## src/rtl/dwnt_pkg.sv

```systemverilog
// Shared types, constants and helpers for the DNS wire-name to text block.
package dwnt_pkg;

	localparam logic [7:0] DOT_CHAR  = 8'h2E;
	localparam logic [7:0] NUL_CHAR  = 8'h00;
	localparam logic [7:0] UPPER_A   = 8'h41;
	localparam logic [7:0] UPPER_Z   = 8'h5A;
	localparam logic [7:0] CASE_STEP = 8'h20;

	// One step of the decoder: whether a result comes out, and its fields.
	typedef struct packed {
		logic       emit;
		logic [7:0] text_char;
		logic       end_of_name;
		logic       too_long;
	} step_res_t;

	function automatic logic [7:0] to_lower(input logic [7:0] c);
		logic [7:0] r;
		r = c;
		if (c >= UPPER_A && c <= UPPER_Z) begin
			r = c + CASE_STEP;
		end
		return r;
	endfunction

endpackage

```

## src/rtl/dwnt_if.sv

```systemverilog
// Handshake channels: wire bytes in, text characters out.
interface dwnt_byte_if;
	logic       valid;
	logic       ready;
	logic [7:0] wire_byte;

	modport source (output valid, output wire_byte, input ready);
	modport sink (input valid, input wire_byte, output ready);
endinterface

interface dwnt_char_if;
	logic       valid;
	logic       ready;
	logic [7:0] text_char;
	logic       end_of_name;
	logic       too_long;

	modport source (output valid, output text_char, output end_of_name, output too_long,
		input ready);
	modport sink (input valid, input text_char, input end_of_name, input too_long,
		output ready);
endinterface

```

## src/rtl/dwnt_decode.sv

```systemverilog
// Per-name decode state and the single-step decode of one wire byte.
module dwnt_decode #(
	parameter int MAX_NAME_LENGTH = 255
) (
	input  logic                clk,
	input  logic                arst_n,
	input  logic                valid_s1,
	input  logic [7:0]          byte_s1,
	input  logic                advance,
	output dwnt_pkg::step_res_t res
);
	import dwnt_pkg::*;

	localparam int CntW = $clog2(MAX_NAME_LENGTH + 1);
	localparam logic [CntW:0] MaxCnt = (CntW + 1)'(MAX_NAME_LENGTH);

	logic [7:0]      left_q, left_d;
	logic            first_q, first_d;
	logic [CntW-1:0] seen_q, seen_d;
	logic [CntW:0]   count;

	always_comb begin
		count   = {1'b0, seen_q} + (CntW + 1)'(1);
		left_d  = left_q;
		first_d = first_q;
		seen_d  = seen_q;
		res     = '{emit: 1'b0, text_char: NUL_CHAR, end_of_name: 1'b0, too_long: 1'b0};
		priority if (count > MaxCnt) begin
			// overlong name: flag it, drop the byte, start afresh
			res     = '{emit: 1'b1, text_char: NUL_CHAR, end_of_name: 1'b1, too_long: 1'b1};
			left_d  = '0;
			first_d = 1'b1;
			seen_d  = '0;
		end else if (left_q != '0) begin
			res.emit      = 1'b1;
			res.text_char = to_lower(byte_s1);
			left_d        = left_q - 8'd1;
			seen_d        = count[CntW-1:0];
		end else if (byte_s1 == NUL_CHAR) begin
			res.emit        = 1'b1;
			res.end_of_name = 1'b1;
			left_d          = '0;
			first_d         = 1'b1;
			seen_d          = '0;
		end else begin
			// length byte: a dot for every label but the first
			res.emit      = !first_q;
			res.text_char = DOT_CHAR;
			left_d        = byte_s1;
			first_d       = 1'b0;
			seen_d        = count[CntW-1:0];
		end
	end

	always_ff @(posedge clk or negedge arst_n) begin
		if (!arst_n) begin
			left_q  <= '0;
			first_q <= 1'b1;
			seen_q  <= '0;
		end else if (valid_s1 && advance) begin
			left_q  <= left_d;
			first_q <= first_d;
			seen_q  <= seen_d;
		end
	end

endmodule

```

## src/rtl/dns_wire_name_to_text_core.sv

```systemverilog
// Top level: DNS wire-format name to lowercased dotted text, one byte a beat.
//
//   channel    dir   beat contents
//   wire_in    in    wire_byte (length or label byte)
//   text_out   out   text_char, end_of_name, too_long
//
// Cycles: one byte a cycle while text_out is not back-pressured; a byte is
// registered in stage 1, decoded against the per-name counters, and its
// result is registered in the output register. The decode (counter
// increment, compares, lowercase) is combinational.
// Reset: arst_n clears the stage valids and the per-name state (no label
// open, first label pending, zero bytes seen).
// Stalls: a length byte of the first label gives no beat and advances even
// while the output register is full; any other byte waits in stage 1 until
// the output register is empty or being taken.
module dns_wire_name_to_text_core #(
	parameter int MAX_NAME_LENGTH = 255
) (
	input logic          clk,
	input logic          arst_n,
	dwnt_byte_if.sink    wire_in,
	dwnt_char_if.source  text_out
);
	import dwnt_pkg::*;

	logic      valid_s1;
	logic [7:0] byte_s1;
	logic      out_valid_q;
	logic [7:0] out_char_q;
	logic      out_eon_q;
	logic      out_long_q;
	logic      out_free;
	logic      advance;
	step_res_t res;

	// Output slot is free when empty or being taken this cycle.
	assign out_free = !out_valid_q || text_out.ready;
	// Advance stage 1 if it needs no slot, or the slot frees up.
	assign advance  = !res.emit || out_free;
	assign wire_in.ready = !valid_s1 || advance;

	always_ff @(posedge clk or negedge arst_n) begin
		if (!arst_n) begin
			valid_s1 <= 1'b0;
		end else if (wire_in.ready) begin
			valid_s1 <= wire_in.valid;
		end
	end

	// Hold the byte while stalled.
	always_ff @(posedge clk) begin
		if (wire_in.ready && wire_in.valid) begin
			byte_s1 <= wire_in.wire_byte;
		end
	end

	dwnt_decode #(
		.MAX_NAME_LENGTH(MAX_NAME_LENGTH)
	) u_decode (
		.clk      (clk),
		.arst_n   (arst_n),
		.valid_s1 (valid_s1),
		.byte_s1  (byte_s1),
		.advance  (advance),
		.res      (res)
	);

	always_ff @(posedge clk or negedge arst_n) begin
		if (!arst_n) begin
			out_valid_q <= 1'b0;
		end else if (out_free) begin
			out_valid_q <= valid_s1 && res.emit;
		end
	end

	always_ff @(posedge clk) begin
		if (out_free && valid_s1 && res.emit) begin
			out_char_q <= res.text_char;
			out_eon_q  <= res.end_of_name;
			out_long_q <= res.too_long;
		end
	end

	assign text_out.valid       = out_valid_q;
	assign text_out.text_char   = out_char_q;
	assign text_out.end_of_name = out_eon_q;
	assign text_out.too_long    = out_long_q;

	// An overflow beat always closes the name with a NUL.
	a_long_ends: assert property (@(posedge clk) disable iff (!arst_n)
		text_out.valid && text_out.too_long |-> text_out.end_of_name &&
		text_out.text_char == NUL_CHAR)
		else $error("too_long beat not a terminating NUL");

	// Input back-pressure only comes from a held byte in stage 1.
	a_ready_src: assert property (@(posedge clk) disable iff (!arst_n)
		!wire_in.ready |-> valid_s1 && out_valid_q && !text_out.ready)
		else $error("input stalled without a blocked byte");

	// A taken byte that needs no slot never leaves stage 1 stuck.
	a_stage_moves: assert property (@(posedge clk) disable iff (!arst_n)
		valid_s1 && !res.emit |-> wire_in.ready)
		else $error("silent byte stalled stage 1");

endmodule
```

## src/flat_wrapper.sv

```systemverilog
// flat-port wrapper written by rule: the top's interface ports become plain ports
module dns_wire_name_to_text_core_flat import dwnt_pkg::*;
#(
	parameter int MAX_NAME_LENGTH = 255
)
  (clk, arst_n, wire_in_valid, wire_in_wire_byte, wire_in_ready, text_out_valid, text_out_text_char, text_out_end_of_name, text_out_too_long, text_out_ready);
  dwnt_byte_if wire_in_i ();
  dwnt_char_if text_out_i ();
  input logic clk;
  input logic arst_n;
  input wire logic [$bits(wire_in_i.valid)-1:0] wire_in_valid;
  input wire logic [$bits(wire_in_i.wire_byte)-1:0] wire_in_wire_byte;
  output wire logic [$bits(wire_in_i.ready)-1:0] wire_in_ready;
  output wire logic [$bits(text_out_i.valid)-1:0] text_out_valid;
  output wire logic [$bits(text_out_i.text_char)-1:0] text_out_text_char;
  output wire logic [$bits(text_out_i.end_of_name)-1:0] text_out_end_of_name;
  output wire logic [$bits(text_out_i.too_long)-1:0] text_out_too_long;
  input wire logic [$bits(text_out_i.ready)-1:0] text_out_ready;
  assign wire_in_i.valid = wire_in_valid;
  assign wire_in_i.wire_byte = wire_in_wire_byte;
  assign wire_in_ready = wire_in_i.ready;
  assign text_out_valid = text_out_i.valid;
  assign text_out_text_char = text_out_i.text_char;
  assign text_out_end_of_name = text_out_i.end_of_name;
  assign text_out_too_long = text_out_i.too_long;
  assign text_out_i.ready = text_out_ready;
  dns_wire_name_to_text_core #(.MAX_NAME_LENGTH(MAX_NAME_LENGTH)) u_core (.clk(clk), .arst_n(arst_n), .wire_in(wire_in_i), .text_out(text_out_i));
endmodule
```

## config.mk

```make
export PLATFORM = sky130hd
export DESIGN_NAME = dns_wire_name_to_text_core_flat
export DESIGN_NICKNAME = d
export VERILOG_FILES = /design/src/rtl/dwnt_pkg.sv /design/src/rtl/dwnt_if.sv /design/src/rtl/dwnt_decode.sv /design/src/rtl/dns_wire_name_to_text_core.sv /design/src/flat_wrapper.sv
export SDC_FILE = /design/constraint.sdc
export NUM_CORES = 1
export LEC_CHECK = 0
export BUFFER_PORTS_ARGS = -buffer_cell sky130_fd_sc_hd__buf_2
export CAP_MARGIN = 5
export CORE_MARGIN = 2
export CORE_UTILIZATION = 25
export CTS_CLUSTER_DIAMETER = 100
export DETAILED_ROUTE_END_ITERATION = 10
export HOLD_SLACK_MARGIN = 0.06
export PLACE_DENSITY_LB_ADDON = 0.3
export SYNTH_ARGS = -nofsm -noshare
export SYNTH_HDL_FRONTEND = slang
export SYNTH_SLANG_ARGS = --single-unit
```

## constraint.sdc

```tcl
create_clock -name clk -period 3.5 [get_ports clk]
set_clock_uncertainty 0.15 [all_clocks]
set_input_delay 0.35 -clock clk [delete_from_list [all_inputs] [get_ports clk]]
set_output_delay 0.35 -clock clk [all_outputs]
set_load 0.05 [all_outputs]
```

==> After elaboration in Yosys (flattened, before gate mapping) <==
Cells that the tools add are included.
{ "totals": {"register_bits": 37, "output_inout_bits": 12, "inputBits": 12, "wordCells": 48} }
{ "op_classes": {"n_lt_le_gt_ge": 3, "n_mux": 16, "addsub": 3, "n_eq_ne": 1, "n_reduce_logical": 16} }
{ "ops": {"columns": ["cell", "count"], "rows": [
  ["two-way mux 8 bit", 7],
  ["two-way mux 10 bit", 1],
  ["adder 8 x 1 -> 9 bit, second input constant", 1],
  ["greater-than comparator 9 x 8 -> 1 bit, second input constant", 1],
  ["two-way mux 9 bit", 1],
  ["adder 8 x 6 -> 8 bit, second input constant", 1],
  ["greater-or-equal comparator 8 x 7 -> 1 bit, second input constant", 1],
  ["less-or-equal comparator 8 x 7 -> 1 bit, second input constant", 1],
  ["zero test 8 bit", 1],
  ["nonzero test 8 bit", 1],
  ["subtractor 8 x 1 -> 8 bit, second input constant", 1],
  ["logical AND 1 bit", 6],
  ["two-way mux 1 bit", 6],
  ["two-way mux 6 bit", 1],
  ["zero test 1 bit", 4],
  ["logical OR 1 bit", 3],
  ["inequality test 2 bit, second input constant", 1],
  ["AND reduction 2 bit", 1]
]} }

==> Logic depth before layout (Yosys ltp) <==
{ "depth": {"depth_word": 9, "depth_mapped": 10, "depth_no_buf": 9} }

==> Cells and area by module <==
A second synthesis with hierarchy kept.
{ "unflattened": {"cells_unflattened": 215, "hier_area_um2": 2083.2} }
{ "modules_own_cells": {"columns": ["mod", "area_per_inst_um2", "cells_each", "seq_area_each_um2", "instances"], "rows": [
  ["dwnt_decode", 1438.9, 187, 426.7, 1],
  ["dns_wire_name_to_text_core", 644.4, 28, 590.6, 1]
]} }

==> Worst setup path after synthesis <==
Ideal clock, no wire load.
{ "synth_path": {"path_kind": "register -> register", "start": "register u_core.u_decode.seen_q[0]", "end": "register u_core.out_eon_q (netlist: u_core.text_out.end_of_name) (enable)", "path_buffers": 1, "slack_ns": 0.513, "t_arrival_ns": 2.460, "path_stages_with_launch": 9, "path_cell_list": "dfrtp_1 ha_1 and4_1 a2111oi_0 o211ai_2 inv_2 buf_4 o21ai_0 nor2_1"} }
{ "synth_via": {"elab_chain_cells": 4} }
{ "synth_rtl": {"columns": ["element", "line", "rtl"], "rows": [
  ["start, declared", "dwnt_decode.sv:19", "logic [CntW-1:0] seen_q, seen_d;"],
  ["start signal, assigned", "dwnt_decode.sv:63", "seen_q <= seen_d;"],
  ["adder 8 x 1 -> 9 bit", "dwnt_decode.sv:23", "count = {1'b0, seen_q} + (CntW + 1)'(1);"],
  ["greater-than comparator 9 x 8 -> 1 bit", "dwnt_decode.sv:28", "priority if (count > MaxCnt) begin"],
  ["two-way mux 10 bit", "dwnt_decode.sv:28", null],
  ["logical AND 1 bit", "dns_wire_name_to_text_core.sv:77", "if (out_free && valid_s1 && res.emit) begin"],
  ["end signal, assigned", "dns_wire_name_to_text_core.sv:79", "out_eon_q <= res.end_of_name;"],
  ["end, declared", "dns_wire_name_to_text_core.sv:30", "logic out_eon_q;"]
]} }
Every way passes these cells.
A chain may end at the register's enable or synchronous reset.

==> Worst setup path in the final report <==
{ "layout_path": {"start": "register u_core.u_decode.seen_q[1]", "end": "output port wire_in_ready"} }
{ "layout_via": {"elab_chain_cells": 6} }
{ "layout_rtl": {"columns": ["element", "line", "rtl"], "rows": [
  ["adder 8 x 1 -> 9 bit", "dwnt_decode.sv:23", null],
  ["greater-than comparator 9 x 8 -> 1 bit", "dwnt_decode.sv:28", null],
  ["two-way mux 10 bit", "dwnt_decode.sv:28", null],
  ["zero test 1 bit", "dns_wire_name_to_text_core.sv:39", "assign advance = !res.emit || out_free;"],
  ["logical OR 1 bit", "dns_wire_name_to_text_core.sv:39", null],
  ["logical OR 1 bit", "dns_wire_name_to_text_core.sv:40", "assign wire_in.ready = !valid_s1 || advance;"],
  ["end, declared", "flat_wrapper.sv:13", "output wire logic [$bits(wire_in_i.ready)-1:0] wire_in_ready;"]
]} }
Every way passes these cells.

==> reports/metrics.yaml <==
cts:
  cts-root-buf: "clkbuf_8"
  clk_pin_slew_ns: 0.07
  clock_path_buffers: 2
  htree_levels: 2
  cts.sink_count: 37
  post_cts_sizing: 0
  tritoncts.num_buffers: 5
  worst_skew_pair.late_latency_ns: 0.28
  cts_tree: "built"
grt:
  first_global_vias: 1654
  grt_max_degree: 20
  grt_first_pass_wirelength_mm: 8.05
  globalRouteOverflowTotal: 0
  global_route.usage.total_pct: 11.6
  grt_antenna_before_repair: 0
final_layout:
  synthToLayoutAreaGrowth_pct: 15.7
  final_layout_size_suffix_gt1_share_pct: 18.8
  mostFrequentLayoutCell: "buf_2"
  antennaDiodeCount: 0
  final_nets: 256
  stdcell_count: 345
  layout_common_cells: "buf_2 (23), edfxtp_1 (18), dfrtp_1 (18)"
worst_hold_path:
  holdCritPathClass: "in2reg"
  startpoint_of_the_tightest_hold_check_path: "wire_in_wire_byte[4]"
  holdPathEnd: "u_core.byte_s1[4]$_DFFE_PP_"
  holdPathStages: 1
power:
  pwr_density_cell_mw_per_mm2: 745
  leakagePower_nw: 0.976
  max_ir_drop_vdd_uv: 327
routing:
  viasPerCell: 4.92
  antenna_violating_nets_post_route: 0
  drt_pre_antenna_iters: 5
  route.detailed.wl_per_inst_um: 14.1
  remaining_drc_errors: 0
  routed_wl_mm: 4.87
  drt_first_iter_violations: 105
  vias: 1696
synthesis:
  post_synth_main_area_contributors: "edfxtp_1 (26%), dfrtp_1 (22%), nand3_1 (3.6%), nor3_1 (3.1%), ha_1 (3.0%)"
  synth-seq-area-share_pct: 49.2
  synth_enable_flop_cells: 18
  synth.yosys.warnings: 0
  syn-cell-area_mm2: 0.00207
  ys_async_sr_fraction_pct: 51.4
  fraction_of_post_synthesis_cell_area_in_the_top_cell_type_by_area_pct: 26.2
  synthFlopType: "edfxtp_1"
  yosysTopAreaCell: "edfxtp_1"
  postSynthAreaPerCell_um2: 9.74
  postSynthRegisterBits: 37
  synthCells: 212
  synthesized_netlist_net_count: 229
  synth_cell_type_count: 48
run:
  maxCapViolations: 0
worst_setup_path:
  cp_data_arrival_time_ns: 2.61
  startpoint_type: "register"
  worstReg2RegEnd: "u_core.byte_s1[5]$_DFFE_PP_"
  critPathKind: "reg2out"
  worst_r2r_setup_slack_ns: 0.48
  setup.worst_path.end_class: "output port"
  worst-endpoint-required_ns: 3.00
  reg2reg_depth: 7
  critical_path.max_fanout: 7
  rr_startpoint: "u_core.u_decode.seen_q[0]$_DFFE_PN0P_"
die:
  boundaryPins: 24
  die_w_um: 94.9
  die_h_um: 94.9
  initial_utilization_pct: 25.5
  placementRows: 33
  floorplan.die_area_mm2: 0.00901
  placeableCoreArea_mm2: 0.00809
placement:
  place.detailed.instances: 336
  dpl.hpwl_mm: 3.58
  gpl.final_weighted_congestion: 0.949
  numPortBuffers: 23
sta:
  hold_viol_final: 0
  grt_setup_unrepaired: "no"
  worstMarginPinSlew_ns: 1.05
  final_min_period_over_clock_period_pct: 88.8
  min_period_ns: 3.11
  setup_viol_count_final: 0
  fin_setup_tns_ns: 0
  max_freq_mhz: 322
  maxSlewViolCount: 0
  slew_headroom_pct: 29.4
run_status:
  outcome: "complete, no violations"
[metrics by stage]
step / util, % / setup WS, ns / power [mW] / area [um2] / hold WS (ns)
after floorplan: - / 0.513 / 1.31 / 2070 / -0.0956
after global placement: 28.4 / 0.491 / 1.51 / 2300 / 0.193
after detailed placement: 28.4 / 0.482 / 1.51 / 2300 / 0.196
after CTS: 29.5 / 0.401 / 1.80 / 2390 / 0.0798
after global routing: 29.5 / 0.0544 / 1.92 / 2390 / 0.0837
final: 29.5 / 0.393 / 1.78 / 2390 / 0.0929
[report_power, final]
| part | internal [mW] | switching [mW] |
|---|---|---|
| Combinational | 0.285 | 0.514 |
| Clock | 0.139 | 0.141 |
| Sequential | 0.591 | 0.112 |
[worst max path at each step]
stage / to / slack (ns) / cells after the start / from
2_1_floorplan: u_core.text_out.end_of_name$_SDFFCE_PN1P_ / 0.51 / 8 / u_core.u_decode.seen_q[0]$_DFFE_PN0P_
3_3_place_gp: u_core.byte_s1[2]$_DFFE_PP_ / 0.49 / 7 / u_core.u_decode.seen_q[0]$_DFFE_PN0P_
3_5_place_dp: u_core.byte_s1[1]$_DFFE_PP_ / 0.48 / 7 / u_core.u_decode.seen_q[0]$_DFFE_PN0P_
4_1_cts: wire_in_ready / 0.40 / 8 / u_core.u_decode.seen_q[1]$_DFFE_PN0P_
5_1_grt: wire_in_ready / 0.05 / 8 / u_core.u_decode.seen_q[1]$_DFFE_PN0P_
6_report: wire_in_ready / 0.39 / 8 / u_core.u_decode.seen_q[1]$_DFFE_PN0P_
[cells by family (layout without fill, tap and decap cells)]
family | count (synthesis) | in the layout | share of synthesized area, %
buffers and inverters | 26 | 54 | 5.63
adder cells (fa/ha/maj) | 5 | 5 | 3.03
AO/OA/AOI/OAI | 45 | 45 | 16.2
AND/OR/NAND/NOR | 96 | 96 | 24.3
multiplexers | 3 | 3 | 1.57
flip-flops | 37 | 37 | 49.2
[what timing repair did]
action / CTS / global route
buffers inserted: 0 / 0
hold buffers: 1 / 0
hold endpoints to repair: 18 / 0
[per-layer routing]
layer / share of wire [%] / global-route usage, %
met1: 47 / 15.3
met2: 46 / 18.2
met3: 5.2 / 2.63
met4: 1.9 / 5.19
met5: 0 / 0
[critical path, stage by stage (launching register included)]
cell       delay (ns)
dfrtp_1          0.41
ha_1             0.28
and4_1           0.29
nor3_1           0.06
a2111oi_0        0.47
o211ai_2         0.21
a21oi_1          0.27
nand2_1          0.09
buf_2            0.23
[state kept, by name (all words and copies together), names as in the netlist]
register                     count
u_core.text_out.text_char        8
u_core.text_out.valid            1
u_core.text_out.end_of_name      1
u_core.text_out.too_long         1
u_core.byte_s1                   8
u_core.u_decode.left_q           8
u_core.valid_s1                  1
u_core.u_decode.seen_q           8
u_core.u_decode.first_q          1
[final cells by class]
class / instances / area (um2)
fillers: 869 / 5700
flip-flops and latches: 37 / 1020
multi-input cells: 149 / 932
repair buffers: 30 / 170
well taps: 105 / 131
clock buffers: 7 / 76.3
inverters: 16 / 60.1
clock inverters: 1 / 3.75
[synth_stat cells, types with 3 or more instances]
| cell type | number |
|---|---|
| a31oi_1 | 3 |
| nand3_1 | 15 |
| o221ai_2 | 4 |
| nand2b_1 | 6 |
| nand2_1 | 16 |
| ha_1 | 5 |
| buf_2 | 3 |
| or3_1 | 4 |
| o21ai_0 | 7 |
| clkbuf_1 | 4 |
| a21oi_1 | 9 |
| nor3_1 | 13 |
| o211ai_1 | 4 |
| edfxtp_1 | 18 |
| nand4_1 | 7 |
| nor2_1 | 16 |
| dfrtp_1 | 18 |
| or4_1 | 3 |
| and3_1 | 5 |
| inv_1 | 15 |
Note: power is estimated with default switching activity, not from simulation.
